<file path="src/rtl/wsdf_pkg.sv">
// ----------------------------------------------------------------------------
// wsdf_pkg
// shared types and codes of the websocket frame deframer
// ----------------------------------------------------------------------------
`default_nettype none

package wsdf_pkg;

  // parser phase
  typedef enum logic [2:0] {
    PH_HDR0    = 3'd0,
    PH_HDR1    = 3'd1,
    PH_EXT     = 3'd2,
    PH_MASK    = 3'd3,
    PH_PAYLOAD = 3'd4,
    PH_CLOSED  = 3'd5
  } phase_e;

  // result kinds
  typedef enum logic [2:0] {
    KIND_MSG        = 3'd0,
    KIND_EMPTY_END  = 3'd1,
    KIND_PONG       = 3'd2,
    KIND_EMPTY_PONG = 3'd3,
    KIND_DISCARD    = 3'd4,
    KIND_CLOSE      = 3'd5,
    KIND_OVERSIZE   = 3'd6
  } kind_e;

  // frame opcodes
  localparam logic [3:0] OP_CONT   = 4'h0;
  localparam logic [3:0] OP_BINARY = 4'h2;
  localparam logic [3:0] OP_CLOSE  = 4'h8;
  localparam logic [3:0] OP_PING   = 4'h9;

  localparam logic [6:0] LEN_EXT16 = 7'd126;
  localparam logic [6:0] LEN_EXT64 = 7'd127;

  localparam logic [15:0] MAX_FRAME_LEN_RST = 16'd8192;

  typedef struct packed {
    kind_e       kind;
    logic [7:0]  data;
    logic        last;
    logic        dropped_before;
  } result_t;

endpackage

`default_nettype wire

</file>
<file path="src/rtl/wsdf_parser.sv">
// ----------------------------------------------------------------------------
// wsdf_parser
// header parser and payload unmasking, one stream byte per cycle while step_i is high
// ----------------------------------------------------------------------------
`default_nettype none

module wsdf_parser import wsdf_pkg::*; (
  input  wire logic        clk_i,
  input  wire logic        rst_ni,
  input  wire logic        step_i,
  input  wire logic [7:0]  byte_i,
  input  wire logic [15:0] max_frame_len_i,
  output logic             res_valid_o,
  output result_t          res_o
);

  phase_e      phase_q, phase_d;
  logic [2:0]  hbc_q, hbc_d;
  logic        final_q, final_d;
  logic [3:0]  op_q, op_d;
  logic        masked_q, masked_d;
  logic        long_q, long_d;
  logic [31:0] flen_q, flen_d;
  logic [15:0] idx_q, idx_d;
  logic [31:0] mkey_q, mkey_d;
  logic        open_q, open_d;
  logic        drop_q, drop_d;

  logic [6:0]  len7;
  logic        ext_form;
  logic        len_done;
  logic [31:0] new_len;
  logic        oversize;
  logic        masked_eff;
  logic        mask_done;
  logic        start_pl;
  logic [31:0] start_len;
  logic        start_zero;
  logic        is_end;
  phase_e      start_next;
  phase_e      len_next;
  logic        drop_set;
  logic        open_eff;
  logic [7:0]  key_byte;

  // empty binary ends on fin; empty continuation also needs an open message
  function automatic logic fin_ok(input logic [3:0] op, input logic fin, input logic opn);
    fin_ok = fin && ((op == OP_BINARY) || opn);
  endfunction

  // decode of the current byte against the phase
  always_comb begin
    len7       = byte_i[6:0];
    ext_form   = (len7 == LEN_EXT16) || (len7 == LEN_EXT64);
    len_done   = ((phase_q == PH_HDR1) && !ext_form) ||
                 ((phase_q == PH_EXT) && (hbc_q == (long_q ? 3'd7 : 3'd1)));
    new_len    = (phase_q == PH_HDR1) ? (ext_form ? 32'd0 : {25'd0, len7})
                                      : {flen_q[23:0], byte_i};
    oversize   = len_done && (new_len > {16'd0, max_frame_len_i});
    masked_eff = (phase_q == PH_HDR1) ? byte_i[7] : masked_q;
    mask_done  = (phase_q == PH_MASK) && (hbc_q >= 3'd3);
    start_pl   = (len_done && !oversize && !masked_eff) || mask_done;
    start_len  = (phase_q == PH_MASK) ? flen_q : new_len;
    start_zero = (start_len == 32'd0);
    is_end     = (({16'd0, idx_q} + 32'd1) == flen_q);
    start_next = start_zero ? ((op_q == OP_CLOSE) ? PH_CLOSED : PH_HDR0) : PH_PAYLOAD;
    len_next   = oversize ? PH_HDR0 : (masked_eff ? PH_MASK : start_next);
    unique case (idx_q[1:0])
      2'd0:    key_byte = mkey_q[31:24];
      2'd1:    key_byte = mkey_q[23:16];
      2'd2:    key_byte = mkey_q[15:8];
      default: key_byte = mkey_q[7:0];
    endcase
  end

  // next phase
  always_comb begin
    phase_d = phase_q;
    if (step_i) begin
      unique case (phase_q)
        PH_HDR0:    phase_d = PH_HDR1;
        PH_HDR1:    phase_d = ext_form ? PH_EXT : len_next;
        PH_EXT:     phase_d = len_done ? len_next : PH_EXT;
        PH_MASK:    phase_d = mask_done ? start_next : PH_MASK;
        PH_PAYLOAD: phase_d = is_end ? ((op_q == OP_CLOSE) ? PH_CLOSED : PH_HDR0)
                                     : PH_PAYLOAD;
        PH_CLOSED:  phase_d = PH_CLOSED;
        default:    phase_d = PH_HDR0;
      endcase
    end
  end

  // header fields, length, mask key and payload index
  always_comb begin
    final_d  = final_q;
    op_d     = op_q;
    masked_d = masked_q;
    long_d   = long_q;
    flen_d   = flen_q;
    hbc_d    = hbc_q;
    mkey_d   = mkey_q;
    idx_d    = idx_q;
    if (step_i) begin
      unique case (phase_q)
        PH_HDR0: begin
          final_d = byte_i[7];
          op_d    = byte_i[3:0];
        end
        PH_HDR1: begin
          masked_d = byte_i[7];
          long_d   = (len7 == LEN_EXT64);
          flen_d   = new_len;
          hbc_d    = 3'd0;
        end
        PH_EXT: begin
          flen_d = new_len;
          if (!len_done) begin
            hbc_d = hbc_q + 3'd1;
          end
        end
        PH_MASK: begin
          mkey_d = {mkey_q[23:0], byte_i};
          if (!mask_done) begin
            hbc_d = hbc_q + 3'd1;
          end
        end
        PH_PAYLOAD: idx_d = idx_q + 16'd1;
        default: ;
      endcase
      if (len_done && !oversize) begin
        mkey_d = 32'd0;
        hbc_d  = 3'd0;
      end
      if (start_pl) begin
        idx_d = 16'd0;
      end
    end
  end

  // results and message tracking
  always_comb begin
    res_valid_o = 1'b0;
    res_o.kind  = KIND_DISCARD;
    res_o.data  = 8'd0;
    res_o.last  = 1'b0;
    open_d      = open_q;
    drop_set    = 1'b0;
    open_eff    = open_q;
    if (step_i) begin
      if (oversize) begin
        res_valid_o = 1'b1;
        res_o.kind  = KIND_OVERSIZE;
        drop_set    = open_q;
        open_d      = 1'b0;
      end else if (start_pl) begin
        if (op_q == OP_BINARY) begin
          drop_set = open_q;
          open_eff = 1'b1;
        end
        open_d = open_eff;
        if (start_zero) begin
          unique case (op_q)
            OP_BINARY, OP_CONT: begin
              if (fin_ok(op_q, final_q, open_eff)) begin
                res_valid_o = 1'b1;
                res_o.kind  = KIND_EMPTY_END;
                res_o.last  = 1'b1;
                open_d      = 1'b0;
              end
            end
            OP_PING: begin
              res_valid_o = 1'b1;
              res_o.kind  = KIND_EMPTY_PONG;
              res_o.last  = 1'b1;
            end
            OP_CLOSE: begin
              res_valid_o = 1'b1;
              res_o.kind  = KIND_CLOSE;
              drop_set    = open_eff;
              open_d      = 1'b0;
            end
            default: ;
          endcase
        end
      end else if (phase_q == PH_PAYLOAD) begin
        res_valid_o = 1'b1;
        unique case (op_q)
          OP_BINARY, OP_CONT: begin
            if (open_q) begin
              res_o.kind = KIND_MSG;
              res_o.data = byte_i ^ key_byte;
              res_o.last = final_q && is_end;
              if (final_q && is_end) begin
                open_d = 1'b0;
              end
            end
          end
          OP_PING: begin
            res_o.kind = KIND_PONG;
            res_o.data = byte_i ^ key_byte;
            res_o.last = is_end;
          end
          OP_CLOSE: begin
            if (is_end) begin
              res_o.kind = KIND_CLOSE;
              drop_set   = open_q;
              open_d     = 1'b0;
            end
          end
          default: ;
        endcase
      end
    end
    res_o.dropped_before = drop_q || drop_set;
    drop_d = res_valid_o ? 1'b0 : (drop_q || drop_set);
  end

  always_ff @(posedge clk_i or negedge rst_ni) begin
    if (!rst_ni) begin
      phase_q  <= PH_HDR0;
      hbc_q    <= 3'd0;
      final_q  <= 1'b0;
      op_q     <= 4'd0;
      masked_q <= 1'b0;
      long_q   <= 1'b0;
      flen_q   <= 32'd0;
      idx_q    <= 16'd0;
      mkey_q   <= 32'd0;
      open_q   <= 1'b0;
      drop_q   <= 1'b0;
    end else begin
      phase_q  <= phase_d;
      hbc_q    <= hbc_d;
      final_q  <= final_d;
      op_q     <= op_d;
      masked_q <= masked_d;
      long_q   <= long_d;
      flen_q   <= flen_d;
      idx_q    <= idx_d;
      mkey_q   <= mkey_d;
      open_q   <= open_d;
      drop_q   <= drop_d;
    end
  end

endmodule

`default_nettype wire

</file>
<file path="src/rtl/websocket_frame_deframer.sv">
// ----------------------------------------------------------------------------
// websocket_frame_deframer
// receive-side websocket frame parser with payload unmasking
// ----------------------------------------------------------------------------
// One received byte is taken per request on the input channel, and a new byte
// can be taken every clock cycle while the skid buffer is empty. Header bytes
// (first two header bytes, the 16-bit or 64-bit extended length, of which only
// the low 32 bits count, and the optional 4-byte mask key) give no result but
// for the oversize report on the length byte; payload bytes and the ends of
// empty frames give at most one result each. The parser state is updated in
// the cycle the byte is taken. Results sit in an output register backed by a
// one-entry skid buffer, so the input only stalls when both hold a request
// that the sink has not taken. Binary payload bytes and continuation payload
// bytes of an open message come out as message bytes with last marking the
// end of the message; ping payloads come out as pong bytes; a close frame
// reports close and from then on every byte is swallowed until reset. A frame
// longer than max_frame_len (reset value 8192) reports oversize and parsing
// restarts at the next byte. dropped_before flags that a partially delivered
// message was thrown away before this result. max_frame_len is written through
// the write enable; the user must do so only while the block is idle, which the block does not enforce.
`default_nettype none

module websocket_frame_deframer import wsdf_pkg::*; (
  input  wire logic        clk_i,
  input  wire logic        rst_ni,
  // configuration
  input  wire logic        max_frame_len_we_i,
  input  wire logic [15:0] max_frame_len_i,
  // byte stream in
  input  wire logic        in_valid_i,
  output logic             in_ready_o,
  input  wire logic [7:0]  byte_in_i,
  // results out
  output logic             out_valid_o,
  input  wire logic        out_ready_i,
  output logic [2:0]       kind_o,
  output logic [7:0]       data_o,
  output logic             last_o,
  output logic             dropped_before_o
);

  logic [15:0] max_len_q;
  logic        step;
  logic        res_valid;
  result_t     res;

  // output register and skid stage
  logic        out_valid_q, out_valid_d;
  result_t     out_q, out_d;
  logic        skid_valid_q, skid_valid_d;
  result_t     skid_q, skid_d;

  // frame length limit register
  always_ff @(posedge clk_i or negedge rst_ni) begin
    if (!rst_ni) begin
      max_len_q <= MAX_FRAME_LEN_RST;
    end else if (max_frame_len_we_i) begin
      max_len_q <= max_frame_len_i;
    end
  end

  // a byte is taken whenever the skid stage is free
  assign in_ready_o = !skid_valid_q;
  assign step       = in_valid_i && in_ready_o;

  wsdf_parser u_parser (
    .clk_i           (clk_i),
    .rst_ni          (rst_ni),
    .step_i          (step),
    .byte_i          (byte_in_i),
    .max_frame_len_i (max_len_q),
    .res_valid_o     (res_valid),
    .res_o           (res)
  );

  // result buffering: the output register refills from the skid stage first,
  // a fresh result goes to the skid stage only if the output register stays full
  always_comb begin
    out_valid_d  = out_valid_q;
    out_d        = out_q;
    skid_valid_d = skid_valid_q;
    skid_d       = skid_q;
    if (out_valid_q && out_ready_i) begin
      out_valid_d = 1'b0;
    end
    if (skid_valid_q && !out_valid_d) begin
      out_valid_d  = 1'b1;
      out_d        = skid_q;
      skid_valid_d = 1'b0;
    end
    if (res_valid) begin
      if (!out_valid_d) begin
        out_valid_d = 1'b1;
        out_d       = res;
      end else begin
        skid_valid_d = 1'b1;
        skid_d       = res;
      end
    end
  end

  always_ff @(posedge clk_i or negedge rst_ni) begin
    if (!rst_ni) begin
      out_valid_q  <= 1'b0;
      skid_valid_q <= 1'b0;
    end else begin
      out_valid_q  <= out_valid_d;
      skid_valid_q <= skid_valid_d;
    end
  end

  // payload registers, no reset needed
  always_ff @(posedge clk_i) begin
    out_q  <= out_d;
    skid_q <= skid_d;
  end

  assign out_valid_o      = out_valid_q;
  assign kind_o           = out_q.kind;
  assign data_o           = out_q.data;
  assign last_o           = out_q.last;
  assign dropped_before_o = out_q.dropped_before;

  // skid stage only ever holds a request behind a full output register
  a_skid_behind_out: assert property (@(posedge clk_i) disable iff (!rst_ni)
    skid_valid_q |-> out_valid_q)
    else $error("skid stage full while output register empty");

  // only message and pong bytes carry data
  a_data_zero: assert property (@(posedge clk_i) disable iff (!rst_ni)
    (out_valid_o && !(out_q.kind == KIND_MSG || out_q.kind == KIND_PONG))
      |-> (data_o == 8'd0))
    else $error("data set on a result without payload");

  // empty message end and empty pong always close their sequence
  a_empty_last: assert property (@(posedge clk_i) disable iff (!rst_ni)
    (out_valid_o && (out_q.kind == KIND_EMPTY_END || out_q.kind == KIND_EMPTY_PONG))
      |-> last_o)
    else $error("empty end without last");

  // discard, close and oversize never mark last
  a_no_last: assert property (@(posedge clk_i) disable iff (!rst_ni)
    (out_valid_o && (out_q.kind == KIND_DISCARD || out_q.kind == KIND_CLOSE ||
                     out_q.kind == KIND_OVERSIZE)) |-> !last_o)
    else $error("last set on a non-data result");

endmodule

`default_nettype wire
</file>
<file path="config.mk">
export PLATFORM = sky130hd
export DESIGN_NAME = websocket_frame_deframer
export DESIGN_NICKNAME = d
export VERILOG_FILES = /design/src/rtl/wsdf_pkg.sv /design/src/rtl/wsdf_parser.sv /design/src/rtl/websocket_frame_deframer.sv
export SDC_FILE = /design/constraint.sdc
export NUM_CORES = 1
export LEC_CHECK = 0
export BUFFER_PORTS_ARGS = -buffer_cell sky130_fd_sc_hd__buf_2
export CORE_ASPECT_RATIO = 1.25
export CORE_MARGIN = 1
export CORE_UTILIZATION = 63
export CTS_BUF_LIST = sky130_fd_sc_hd__clkbuf_8
export CTS_CLUSTER_DIAMETER = 100
export DETAILED_ROUTE_END_ITERATION = 6
export GPL_TIMING_DRIVEN = 0
export PLACE_DENSITY_LB_ADDON = 0.08
export SLEW_MARGIN = 20
export SYNTH_ARGS = -nofsm -noshare
export SYNTH_HDL_FRONTEND = slang
export SYNTH_SLANG_ARGS = --single-unit
</file>
<file path="constraint.sdc">
create_clock -name clk_i -period 8.2 [get_ports clk_i]
set_input_delay 1.23 -clock clk_i [delete_from_list [all_inputs] [get_ports clk_i]]
set_output_delay 1.23 -clock clk_i [all_outputs]
set_load 0.01 [all_outputs]
</file>
==> impl_metrics.env, run 1 <==
export IMPL_dieHeight_um=124
export IMPL_cp_start_kind="input port"
export IMPL_fin_worst_skew_ps=15.7
export IMPL_syn_to_final_growth_pct=11.7
export IMPL_period_needed_ps=4910
export IMPL_ys_seq_area_share_pct=46.3
export IMPL_htreeDepth=4
export IMPL_hold_class="register to register"
export IMPL_grt_pass1_wl_um=29900
export IMPL_cpMostUsedCell="o211ai_1"
export IMPL_pre_cts_slack_ps=2550
export IMPL_maxCapViolCount=0
export IMPL_final_area_um2=8390
export IMPL_tightest_slew_ps=945
export IMPL_hold_violations=0
export IMPL_clk_pin_slew_ps=80
export IMPL_grt_max_degree=63
export IMPL_initial_core_util_pct=64.7
export IMPL_worstPathCellList="buf_2 -> nand4_1 -> or3_1 -> clkbuf_1 -> and2_1 -> ha_1 -> nor2b_1 -> o211ai_1 -> a21oi_1 -> nor4b_1 -> o221a_2 -> o211ai_1 -> a21o_1 -> nor2_2"
export IMPL_io_pins=44
export IMPL_min_period_over_period_pct=59.9
export IMPL_core_um2=11600
export IMPL_syn_inst=795
export IMPL_row_count=44
export IMPL_cts_tree="yes"
export IMPL_vias=6408
export IMPL_top_usage_layer="met2"
export IMPL_placement_io_buffers=42
export IMPL_yosysWarnings=0
export IMPL_fp_dieW_um=99.7
export IMPL_critPathSlowestCell="nor4b_1"
export IMPL_path_max_fanout=13
export IMPL_async_flop_share_pct=81.3
export IMPL_die_area_um2=12400
export IMPL_cts_buffers=17
export IMPL_postRouteAntennaNets=0
export IMPL_place_area_um2=7960
export IMPL_outcome="complete, no violations"
export IMPL_setup_tns_ps=0
export IMPL_avgSynthCellArea_um2=9.45
export IMPL_avgViaCountPerCell=6.22
export IMPL_cp_end_kind="register"
export IMPL_fillCellCount=895
export IMPL_setup_violations_final=0
export IMPL_overflow=0
export IMPL_cts_root_buffer="clkbuf_8"
export IMPL_met1_usage_pct=41.8
export IMPL_synth_fp_nets=846
export IMPL_drc=0
export IMPL_yosysUniqueCellTypes=68
export IMPL_synth_area_top_cells="dfrtp_1 (37%), nand2_1 (6.4%), o21ai_0 (5.9%)"
export IMPL_cts_resized=0
export IMPL_finalHoldWorstSlack_ps=498
export IMPL_drive_gt1_share_pct=15.3
export IMPL_cts_hold_repair_buffers=0
export IMPL_cts_sinks=139
export IMPL_dp_hpwl_um=13200
export IMPL_synth_main_ff_cell="dfrtp_1"
export IMPL_maxSlewViolCount=0
export IMPL_power_total_mw=2.81
export IMPL_clock_latency_ps=450
export IMPL_track_usage_pct=31.6
export IMPL_setup_ws_ps=3290
export IMPL_maxSlewHeadroom_pct=36.9
export IMPL_slowest_delay_ps=600
export IMPL_grt_pass1_vias=5922
export IMPL_antenna_found_initial=0
export IMPL_required_ps=8280
export IMPL_post_cts_setup_buffer_count=0
export IMPL_max_vdd_ir_drop_v=0.000175
export IMPL_drtPass1Iterations=5
export IMPL_gp_congestion=0.945
export IMPL_insertedDiodeCount=0
export IMPL_synth_top_area_share_pct=37.3
export IMPL_critPathKind="input port to register"
export IMPL_drt_wl_total_um=18500
export IMPL_use_met2_pct=51.7
export IMPL_cts_path_max_buffers=2
export IMPL_leakage_nw=3.71
export IMPL_nets=908
export IMPL_use_met3_pct=6.12
export IMPL_max_freq_mhz=204
export IMPL_wl_per_cell_um=17.9
export IMPL_synth_area_um2=7510
export IMPL_yosysTopAreaCell="dfrtp_1"
export IMPL_pwr_density_cell_nw_per_um2=335
export IMPL_ys_ff_latch=139
export IMPL_drt_iter0_markers=565
export IMPL_synth_edff_count=13
export IMPL_rsz0062_at_grt="false"
export IMPL_critPathArrivalTime_ps=4990
==> layout make-up <==
cell class | count | area (um2) | share of cell area, %
repair buffers | 43 | 244 | 2.91
clock inverters | 15 | 198 | 2.36
multi-input cells | 585 | 3750 | 44.7
well taps | 161 | 201 | 2.40
flip-flops and latches | 139 | 3480 | 41.5
clock buffers | 17 | 234 | 2.79
plain buffers | 50 | 205 | 2.44
inverters | 21 | 78.8 | 0.939
==> stage by stage <==
stage	instances	util, %
6_report	1031	72.3
4_1_cts	1031	72.2
2_1_floorplan	795	-
3_3_place_gp	998	68.2
5_1_grt	1031	72.3
3_5_place_dp	999	68.5
==> logic make-up (layout without fill, tap and decap cells) <==
group	count (synthesis)	count (layout)	share of synthesized area (%)
DFF	139	139	46.3
adders and majority gates	22	22	3.66
AOI/OAI and AO/OA	206	206	18.0
and+or+nand+nor	285	285	18.6
muxes	43	43	6.36
buffers and inverters	71	146	3.78
xor gates and xnor gates	29	29	3.38
==> synth_stat cells, types with 4 or more instances <==
cell / number
nand2_1: 128
dfrtp_1: 112
o21ai_0: 89
clkbuf_1: 38
mux2_2: 37
nor2_1: 34
a22o_1: 26
a21oi_1: 22
ha_1: 22
inv_1: 21
xnor2_1: 21
and2_1: 20
nor4_1: 18
nand3_1: 16
dfxtp_1: 13
edfxtp_1: 13
nand4_1: 12
nor3_1: 11
nor2b_1: 9
a222oi_1: 8
nand2b_1: 8
o31ai_1: 8
xor2_1: 8
and3_1: 7
o211ai_1: 7
a21o_1: 6
a31oi_1: 6
mux2i_1: 5
o21a_1: 5
or3_1: 5
buf_1: 4
buf_2: 4
==> metal layers <==
| layer | vias up | part of all wire [%] |
|---|---|---|
| met5 | - | 0 |
| met4 | 0 | 2.2 |
| met3 | 48 | 6.5 |
| met2 | 262 | 49 |
| met1 | 3092 | 43 |
| li1 | 3006 | - |
==> registers in the layout (all words and copies together), names as in the netlist, 3 cells and up <==
signal            count
data_o                8
u_parser.op_q         4
skid_q               13
u_parser.mkey_q      32
kind_o                3
u_parser.phase_q      3
u_parser.hbc_q        3
u_parser.flen_q      32
u_parser.idx_q       16
max_len_q            16
==> critical path: cells and delay by family <==
family / cells / cell delay, ps
buf+inv: 2 / 370
simple gates: 6 / 1990
fa+ha+maj: 1 / 300
compound gates: 5 / 1100
==> where the power goes <==
group	switching, mW	total [mW]	internal (mW)
clock	0.272	0.603	0.331
sequential	0.192	1.09	0.895
combinational	0.652	1.12	0.470
total	1.12	2.81	1.70
==> path summary, 6_finish.rpt <==
path,endpoint,slack (ps),start,depth (start not counted)
min in group asynchronous,u_parser.idx_q[12],750,rst_ni,1
max in group asynchronous,u_parser.mkey_q[24],6780,rst_ni,2
max reg2reg,skid_q[7],3340,u_parser.phase_q[0],13
min reg2reg,u_parser.mkey_q[26],500,u_parser.mkey_q[26],2
min,u_parser.mkey_q[26],500,u_parser.mkey_q[26],2
max,skid_q[7],3290,byte_in_i[1],14
==> layout by cell type (no fill, tap or decap), drive strengths merged, types with 16 or more instances in the layout <==
master	Yosys	final
and2	20	20
mux2	38	38
a21oi	22	22
a22o	26	26
nor4	19	19
nor2	34	34
nand2	129	129
buf	11	54
clkbuf	39	56
ha	22	22
nand3	16	16
inv	21	24
xnor2	21	21
o21ai	90	90
dfrtp	112	112
Note: power is estimated with default switching activity, not from simulation.
==> run 2: changes to the inputs <==
--- a/config.mk
+++ b/config.mk
@@ -8,7 +8,7 @@
 export BUFFER_PORTS_ARGS = -buffer_cell sky130_fd_sc_hd__buf_2
 export CORE_ASPECT_RATIO = 1.25
 export CORE_MARGIN = 1
-export CORE_UTILIZATION = 63
+export CORE_UTILIZATION = 57
 export CTS_BUF_LIST = sky130_fd_sc_hd__clkbuf_8
 export CTS_CLUSTER_DIAMETER = 100
 export DETAILED_ROUTE_END_ITERATION = 6
==> constraint.sdc (replaced) <==
create_clock -name clk_i -period 4.2 [get_ports clk_i]
set_input_delay 0.63 -clock clk_i [delete_from_list [all_inputs] [get_ports clk_i]]
set_output_delay 0.63 -clock clk_i [all_outputs]
set_load 0.01 [all_outputs]
==> run 2 against run 1 <==
Die area rose by 10%; register-to-register slack got worse by 3100 ps; global-route usage decreased by 2.5 points; non-clock buffer count is 5 higher; worst setup slack worse by 3100 ps; count of clock-buffer cells in the layout stayed put; routed wire length increased by 1.9%; via count about the same; highest routed layer unchanged.
==> impl_metrics.env, run 2 (synthesis results as in run 1) <==
export IMPL_slowest_delay_ps=450
export IMPL_rsz0062_at_grt="false"
export IMPL_power_total_mw=5.61
export IMPL_worstPathCellList="or3b_4 -> or3_4 -> and2_1 -> ha_1 -> nor2b_1 -> o211ai_1 -> a21oi_2 -> nor4b_4 -> o221a_4 -> o211ai_1 -> buf_4 -> a21boi_4 -> buf_6 -> mux2_2"
export IMPL_nets=913
export IMPL_drt_iter0_markers=592
export IMPL_top_regs="u_parser.flen_q: 32 flops, u_parser.mkey_q: 32 flops"
export IMPL_grt_pass1_wl_um=31100
export IMPL_path_max_fanout=9
export IMPL_dp_hpwl_um=13500
export IMPL_leakage_nw=3.78
export IMPL_critPathKind="register to register"
export IMPL_cp_end_kind="register"
export IMPL_hold_class="input port to asynchronous set/reset pin"
export IMPL_critPathSlowestCell="or3_4"
export IMPL_drt_wl_total_um=18800
export IMPL_combPwrFrac_pct=41.1
export IMPL_hold_violations=0
export IMPL_max_vdd_ir_drop_v=0.000291
export IMPL_drtPass1Iterations=5
export IMPL_cts_path_max_buffers=2
export IMPL_seq_power_share_pct=37.9
export IMPL_setup_ws_ps=196
export IMPL_maxSlewHeadroom_pct=29.4
export IMPL_grt_max_degree=58
export IMPL_grt_pass1_vias=6190
export IMPL_overflow=0
export IMPL_fp_dieW_um=105
export IMPL_min_period_over_period_pct=95.3
export IMPL_fin_worst_skew_ps=14.4
export IMPL_insertedDiodeCount=0
export IMPL_critPathArrivalTime_ps=4330
export IMPL_cts_sinks=139
export IMPL_initial_core_util_pct=58.8
export IMPL_switchingPower_mw=2.23
export IMPL_die_area_um2=13600
export IMPL_cpMostUsedCell="o211ai_1"
export IMPL_drc=0
export IMPL_pwr_density_cell_nw_per_um2=656
export IMPL_wl_per_cell_um=18.1
export IMPL_tightest_slew_ps=1060
export IMPL_crit_family="simple AND/OR/NAND/NOR gates"
export IMPL_track_usage_pct=29.0
export IMPL_io_pins=44
export IMPL_power_frac_clock_pct=21.1
export IMPL_syn_to_final_growth_pct=13.9
export IMPL_max_freq_mhz=250
export IMPL_row_count=46
export IMPL_worst_path_buf_inv=2
export IMPL_cp_start_kind="register"
export IMPL_postRouteAntennaNets=0
export IMPL_antenna_found_initial=0
export IMPL_dp_cells=1006
export IMPL_final_cell_mix="nand2_1 (128), dfrtp_1 (112), o21ai_0 (89)"
export IMPL_pre_cts_slack_ps=-691
export IMPL_cts_buffers=17
export IMPL_placement_io_buffers=42
export IMPL_maxCapViolCount=0
export IMPL_dieHeight_um=130
export IMPL_p_sw_share_pct=39.7
export IMPL_maxSlewViolCount=0
export IMPL_p_int_mw=3.38
export IMPL_core_um2=12800
export IMPL_drive_gt1_share_pct=17.5
export IMPL_required_ps=4530
export IMPL_htreeDepth=4
export IMPL_setup_violations_final=0
export IMPL_avgViaCountPerCell=6.15
export IMPL_outcome="complete, no violations"
export IMPL_cts_root_buffer="clkbuf_8"
export IMPL_final_common_cell="nand2_1"
export IMPL_clk_pin_slew_ps=90
export IMPL_vias=6410
export IMPL_cts_tree="yes"
export IMPL_period_needed_ps=4000
export IMPL_stdcell_count=1043
export IMPL_gp_congestion=0.897
export IMPL_clock_latency_ps=440
-- run 2: changes by cell type in the layout (fill, tap and decap cells not counted), sizes merged --
| cell | previous run | this run |
|---|---|---|
| inv | 24 | 25 |
| clkbuf | 56 | 54 |
| clkinv | 6 | 3 |
| buf | 54 | 61 |
| clkinvlp | 2 | 4 |
-- run 2: power by group through the flow --
stage | sequential (mW) | combinational [mW] | clock (mW)
3_3_place_gp | 2.12 | 2.07 | 0
6_report | 2.12 | 2.30 | 1.18
2_1_floorplan | 2.04 | 1.57 | 0
3_5_place_dp | 2.14 | 2.15 | 0
5_1_grt | 2.18 | 2.54 | 1.25
4_1_cts | 2.11 | 2.27 | 1.19
-- run 2: area by class of cell --
cell class	instances	area [um2]
fillers	1045	4220
multi-input cells	585	3830
flip-flops and latches	139	3480
plain buffers	48	213
well taps	168	210
repair buffers	50	309
clock inverters	15	198
inverters	21	78.8
clock buffers	17	234
-- run 2: metrics by stage --
stage               util (%)  instance area [um2]  setup TNS (ps)  hold slack [ps]
floorplan                  -                 7520               0              334
global placement        62.1                 7940          -31860              462
detailed placement      62.4                 7970          -38230              483
CTS                     66.9                 8540               0              150
global route            67.0                 8560               0              161
finish                  67.0                 8560               0              131
-- run 2: metal layers --
layer | wire [um] | share of wire (%) | GRT usage [%]
met5 | 0 | 0 | 0
met4 | 429 | 2.3 | 11.0
met3 | 988 | 5.2 | 4.50
met2 | 9090 | 48 | 47.6
met1 | 8330 | 44 | 39.2
-- run 2: path summary, 6_finish.rpt --
path,startpoint,endpoint,slack [ps],cells past startpoint
max in group asynchronous,rst_ni,u_parser.mkey_q[30],3380,2
setup / recovery,u_parser.phase_q[2],data_o[5],200,14
hold reg to reg,u_parser.mkey_q[29],u_parser.mkey_q[29],500,2
setup reg to reg,u_parser.phase_q[2],data_o[5],200,14
hold / removal,rst_ni,u_parser.idx_q[10],130,1
min in group clk_i,max_frame_len_i[11],max_len_q[11],400,3
-- run 2: timing repair --
action	in CTS	in global routing
hold endpoints to repair	0	0
buffers inserted	6	1
cloned	0	0
pin swaps	5	3
hold buffers	0	0
gates resized for setup	19	6
setup endpoints to repair	76	63
